==> config.mk <==
export PLATFORM = sky130hd
export DESIGN_NAME = ips_ctrl
export DESIGN_NICKNAME = d
export VERILOG_FILES = /design/src/hdl/ips_pkg.sv /design/src/hdl/ips_ctrl.sv
export SDC_FILE = /design/constraint.sdc
export NUM_CORES = 1
export LEC_CHECK = 0
export BUFFER_PORTS_ARGS = -buffer_cell sky130_fd_sc_hd__buf_2
export CAP_MARGIN = 30
export CORE_AREA = 2 2 39 41
export DETAILED_ROUTE_END_ITERATION = 8
export DIE_AREA = 0 0 41 43
export PLACE_DENSITY_LB_ADDON = 0.25
export SLEW_MARGIN = 25
export SYNTH_ARGS = -nofsm -noshare
export SYNTH_HDL_FRONTEND = slang
export SYNTH_SLANG_ARGS = --single-unit
==> constraint.sdc <==
create_clock -name clock -period 3.6 [get_ports clock]
set_input_delay 0 -clock clock [delete_from_list [all_inputs] [get_ports clock]]
set_output_delay 0 -clock clock [all_outputs]
set_load 0.01 [all_outputs]
==> src/hdl/ips_pkg.sv <==
// Shared types and constants for the interval profiler slot table.
// Used by the interfaces, the controller, the datapath and the top level.
package ips_pkg;

   localparam int ACTION_BITS = 2;
   localparam int SLOT_BITS   = 4;
   localparam int STAMP_BITS  = 48;
   localparam int OUT_BITS    = 48;
   localparam int TOTAL_BITS  = 64;
   localparam int COUNT_BITS  = 32;
   localparam int PERIOD_BITS = 16;

   // action codes
   localparam logic [ACTION_BITS-1:0] ACT_ADD   = 2'd0;
   localparam logic [ACTION_BITS-1:0] ACT_START = 2'd1;
   localparam logic [ACTION_BITS-1:0] ACT_STOP  = 2'd2;
   localparam logic [ACTION_BITS-1:0] ACT_TICK  = 2'd3;

   // status codes
   localparam logic [1:0] STS_OK       = 2'd0;
   localparam logic [1:0] STS_EXISTS   = 2'd1;
   localparam logic [1:0] STS_NOTFOUND = 2'd2;
   localparam logic [1:0] STS_UNUSED   = 2'd3;

   // result kinds
   localparam logic KIND_STATUS = 1'b0;
   localparam logic KIND_REPORT = 1'b1;

   localparam logic [OUT_BITS-1:0] OUT_MAX = {OUT_BITS{1'b1}};

   // controller to datapath
   typedef struct packed {
      logic capture;    // latch the input beat
      logic exec;       // run add/start/stop and load the status beat
      logic tick_start; // bump tick counter, rewind the walk
      logic rd;         // read slot memories at walk index
      logic diff;       // form the interval
      logic fold;       // fold interval into statistics
      logic div_start;  // start average division
      logic emit;       // load report beat, clear statistics
      logic adv;        // step the walk index
   } ips_cmd_type;

   // datapath to controller
   typedef struct packed {
      logic is_tick;
      logic out_free;
      logic cur_used;
      logic walk_end;
      logic report;
      logic div_done;
   } ips_stat_type;

   // clamp to the 48-bit output range
   function automatic logic [OUT_BITS-1:0] sat_out(input logic [TOTAL_BITS-1:0] v);
      logic [OUT_BITS-1:0] r;
      r = (v > TOTAL_BITS'(OUT_MAX)) ? OUT_MAX : v[OUT_BITS-1:0];
      return r;
   endfunction

endpackage

==> src/hdl/ips_ctrl.sv <==
// Controller of the interval profiler: sequences request handling and the tick walk.
// Depends on ips_pkg for the command and status structs.
module ips_ctrl import ips_pkg::*; (
   input  logic         clock,
   input  logic         reset,
   input  logic         req_valid,
   output logic         req_ready,
   input  ips_stat_type stat,
   output ips_cmd_type  cmd
);
   typedef enum logic [6:0] {
      ST_IDLE  = 7'b0000001,
      ST_EXEC  = 7'b0000010,
      ST_TREAD = 7'b0000100,
      ST_TDIFF = 7'b0001000,
      ST_TFOLD = 7'b0010000,
      ST_TDIV  = 7'b0100000,
      ST_TEMIT = 7'b1000000
   } state_type;

   state_type state_ff, state_in;

   // next slot or end of walk
   function automatic state_type step_walk(input logic walk_end);
      return walk_end ? ST_IDLE : ST_TREAD;
   endfunction

   always_comb begin
      state_in  = state_ff;
      cmd       = '0;
      req_ready = 1'b0;
      unique case (state_ff)
         ST_IDLE: begin
            req_ready = 1'b1;
            if (req_valid) begin
               cmd.capture = 1'b1;
               state_in    = ST_EXEC;
            end
         end
         ST_EXEC: begin
            if (stat.is_tick) begin
               cmd.tick_start = 1'b1;
               state_in       = ST_TREAD;
            end else if (stat.out_free) begin
               cmd.exec = 1'b1;
               state_in = ST_IDLE;
            end
         end
         ST_TREAD: begin
            if (stat.cur_used) begin
               cmd.rd   = 1'b1;
               state_in = ST_TDIFF;
            end else begin
               cmd.adv  = !stat.walk_end;
               state_in = step_walk(stat.walk_end);
            end
         end
         ST_TDIFF: begin
            cmd.diff = 1'b1;
            state_in = ST_TFOLD;
         end
         ST_TFOLD: begin
            cmd.fold = 1'b1;
            if (stat.report) begin
               cmd.div_start = 1'b1;
               state_in      = ST_TDIV;
            end else begin
               cmd.adv  = !stat.walk_end;
               state_in = step_walk(stat.walk_end);
            end
         end
         ST_TDIV: begin
            if (stat.div_done) state_in = ST_TEMIT;
         end
         ST_TEMIT: begin
            if (stat.out_free) begin
               cmd.emit = 1'b1;
               cmd.adv  = !stat.walk_end;
               state_in = step_walk(stat.walk_end);
            end
         end
         default: state_in = ST_IDLE;
      endcase
   end

   always_ff @(posedge clock) begin
      if (reset) state_ff <= ST_IDLE;
      else state_ff <= state_in;
   end
endmodule

; ---- Word-level counts from Yosys, hierarchy flattened
; Cells that the tools add are included.
[totals]
register_bits = 7
elab_cells = 40
[classes]
eq_ne = 11
mux = 26
reduce_logical = 2
[ops]
columns = operator, count
row1 = $pmux 7 s7, 1
row2 = $mux 7, 5
row3 = $mux 1, 13
row4 = $eq 7x1->1 const B, 1
row5 = $eq 7x2->1 const B, 1
row6 = $eq 7x3->1 const B, 1
row7 = $eq 7x4->1 const B, 1
row8 = $eq 7x5->1 const B, 1
row9 = $eq 7x6->1 const B, 1
row10 = $eq 7x7->1 const B, 1
row11 = $mux 2, 3
row12 = $mux 6, 1
row13 = $ne 2x2->1 const B, 3
row14 = $mux 4, 1
row15 = $reduce_and 4->1, 1
row16 = $mux 3, 1
row17 = $ne 3x3->1 const B, 1
row18 = $pmux 1 s3, 1
row19 = $logic_not 1->1, 1

; ---- Longest topological paths before layout
[depth]
depth_word = 3
ltp_mapped = 6
ltp_nobuf = 5

; ---- Least setup slack after synthesis
; Ideal clock, no wire load.
[synth_timing]
path_kind = register -> register
from = reg state_ff[3]
to = reg state_ff[0]
arrival_time_ns = 1.477
required_ns = 3.462
slack_ns = 1.985
path_stages_with_launch = 7
n_path_buf = 1
period_less_slack_ns = 1.615
cell_sequence = dfxtp_1 > clkbuf_2 > or2_2 > nor3_2 > a211oi_1 > a311oi_1 > o221ai_1
[synth_via]
elab_chain_cells = 3
[synth_rtl]
columns = item, line_no
row1 = start: declaration, ips_ctrl.sv:21  ; state_type state_ff, state_in;
row2 = start signal: assignment, ips_ctrl.sv:88  ; else state_ff <= state_in;
row3 = "$eq 7x2->1, or another cell as far along", ips_ctrl.sv:32  ; unique case (state_ff)
row4 = $ne 3x3->1 (no source line) / $ne 2x2->1 (equally long branches), -
row5 = $reduce_and 4->1 (no source line), -
; Several ways; a longest one is shown, not always the timed one.
; A chain may end at the register's enable or synchronous reset.

; ---- Final worst setup path
[layout_timing]
from = reg state_ff[1]
to = reg state_ff[0]
; The elaborated chain is that of the path after synthesis.

==> run summary <==
Initial antenna violation count - 0
Setup_tns - 0 ns
Clk pwr share - 0.336
Ratio of cells with drive above 1 in the final layout - 0.3182
Distinct cells, synth - 33
Vias in the first global route - 456
DRC - 0
WL final - 1314 um
H-tree Lvls - 1
Final-layout fill cell count - 148
DR WL/cell - 12.63 um
Total power - 0.2093 mW
Final instance area - 676.9 sq um
Ports - 19
Worst endpoint required time - 3.71 ns
#FFs+latches synth - 7
Worst-margin pin slew - 0.5032 ns
Peak supply drop - 0.1396 mV
Setup Viol. Count Final - 0
First-pass GRT wire length - 2035 um
Syn nets - 77
TritonRoute pass-1 iters - 4
Crit-path slowest cell - nor4b_1
Max FFs per register - 7
N_diodes - 0
Total grt overflow - 0
Top delay family on crit path - compound AO/OA/AOI/OAI gates
Switching power - 0.06268 mW
CTS Buf Count - 3
Clock-pin slew on the worst setup and hold paths - 0.05 ns
Post-DRT Antenna Nets - 0
Sequential area share after synthesis - 0.2569
Final Hold Violating Endpoints - 0
Row cnt - 14
Die Y - 43 um
Vias per inst - 5.538
Yosys warns - 0
CP max stage delay - 0.51 ns
Top cell type's share of synthesized area - 0.2569
Leakage - 0.3049 nW
Worst skew pair latency - 0.25 ns
Fin Clk Skew - 0.002186 ns
Pwr dens - 309.2 mW/mm^2
Largest net degree at the start of global routing - 13
Mapped Area - 545.5 sq um
PortBufs - 18
Die Area - 0.001763 sq mm
Clock sink total - 7
Post-CTS sizing - 0
Area after DPL - 640.6 sq um
Predominant post-synthesis flop cell - dfxtp_1
Root Buffer - clkbuf_4
Worst-path cell chain - nor4b_1 > a211o_1 > a211oi_1 > a311oi_1 > o221ai_1
Switching Share - 0.2995
Hpwl dp - 1050 um
Effective utilization at floorplan - 0.3942
Crit end category - register
Synth area leaders - dfxtp_1, nand2_1, nor4b_1
Area Growth Syn to Fin - 24.08%
Commonest cells post-synth - dfxtp_1, nand2_1, nor2_1, a21oi_1, and3_1
Core Region - 0.001384 sq mm
Synth area leader - dfxtp_1
Setup CP Type - reg2reg
Reg power frac - 0.420
Synth async-reset ratio - 0
Regs by FF count - state_ff (7)
Outcome - finished, final reports clean
CTS tree - done
RSZ-0062 raised after global routing - no
GRT Overall Usage - 0.1720
Fin. max-slew vios - 0
Fin crit share - 0.5081
Biggest register - state_ff
CP startpoint kind - register
Fin crit period - 1.829 ns
CTS max path bufs - 2
Comb power frac - 0.244
Routability-driven placement congestion ratio - 0.8250
Worst Path Arrival - 1.94 ns
1st-iter DRT viols - 10
Hold WC Path Type - in2reg
Rel. slew slack - 0.6598
Vias - 576
Number of synthesized flops with an enable pin - 0
Worst path buffer plus inverter count - 0
Crit-path max FO - 12
Fin nets - 98
Synth Instances - 68
Avg Cell Area, Syn - 8.022 sq um
Hold Slack - 0.05623 ns
Max Freq - 546.7 MHz
Maxcap violations - 0
Utilization after layout - 0.4892
Die Width - 41 um
Cell internal pwr - 0.1466 mW
placed cells by master, fill, tap and decap left out, drive strengths merged, types with 2 or more instances in the layout:
cell type and count:
a21oi 5, nand2 7, inv 3, nor4 2, clkbuf 4, or2 2, nor3 4, and2 2
and3 4, buf 18, dfxtp 7, nand3b 3, o221ai 2, nor2 6, nor4b 4
final timing paths:
kind               start     endpoint  slack, ns  cells after the start
min reg2reg  state_ff[6]  state_ff[6]       0.57                      2
max          state_ff[1]  state_ff[0]       1.77                      5
max reg2reg  state_ff[1]  state_ff[0]       1.77                      5
min            req_valid  state_ff[0]       0.06                      2
layout make-up:
cell class                 count  area, sq um  share of cell area
multi-input combinational     55        379.1              0.5601
sequential                     7        140.1              0.2070
timing repair buffer          19        100.1              0.1479
clock buffer                   4        26.28             0.03882
tap                           16        20.02             0.02957
inverter                       3        11.26             0.01664
worst reg2reg max path: cells and delay by family (launching register included):
kind | cells | cell delay, ns
compound gates | 4 | 0.77
simple gates | 1 | 0.51
flops | 1 | 0.41
stage by stage:
stage	instances	setup slack (ns)
global placement	99	1.814
floorplan	68	1.985
finish	104	1.771
CTS	104	1.801
global route	104	1.652
detailed placement	99	1.818
routing by layer:
metal	GRT usage	share of wire	wire, um
met2	0.2344	0.48	628
met1	0.2427	0.48	628
met4	0.06000	0	0
met5	0	0	0
met3	0.06283	0.044	58
what timing repair did:
| item | in CTS | in global routing |
|---|---|---|
| buffers inserted | 0 | 0 |
| hold buffers | 1 | 0 |
| hold endpoints to repair | 3 | 0 |
logic make-up (layout without fill, tap and decap cells):
logic type,after synthesis,in the layout,share of synthesized area
AND/OR/NAND/NOR,39,39,0.4702
AO/OA/AOI/OAI,14,14,0.1927
XOR/XNOR,2,2,0.03212
buffers and inverters,6,26,0.04816
flip-flops,7,7,0.2569
power groups by stage:
| stage | clock network [mW] | logic (mW) | registers, mW |
|---|---|---|---|
| 2_1_floorplan | 0 | 0.0365 | 0.0848 |
| 3_3_place_gp | 0 | 0.0498 | 0.0893 |
| 3_5_place_dp | 0 | 0.0497 | 0.0893 |
| 4_1_cts | 0.0729 | 0.0509 | 0.0877 |
| 5_1_grt | 0.0803 | 0.0569 | 0.0886 |
| 6_report | 0.0703 | 0.0511 | 0.0879 |
Note: power is estimated with default switching activity, not from simulation.
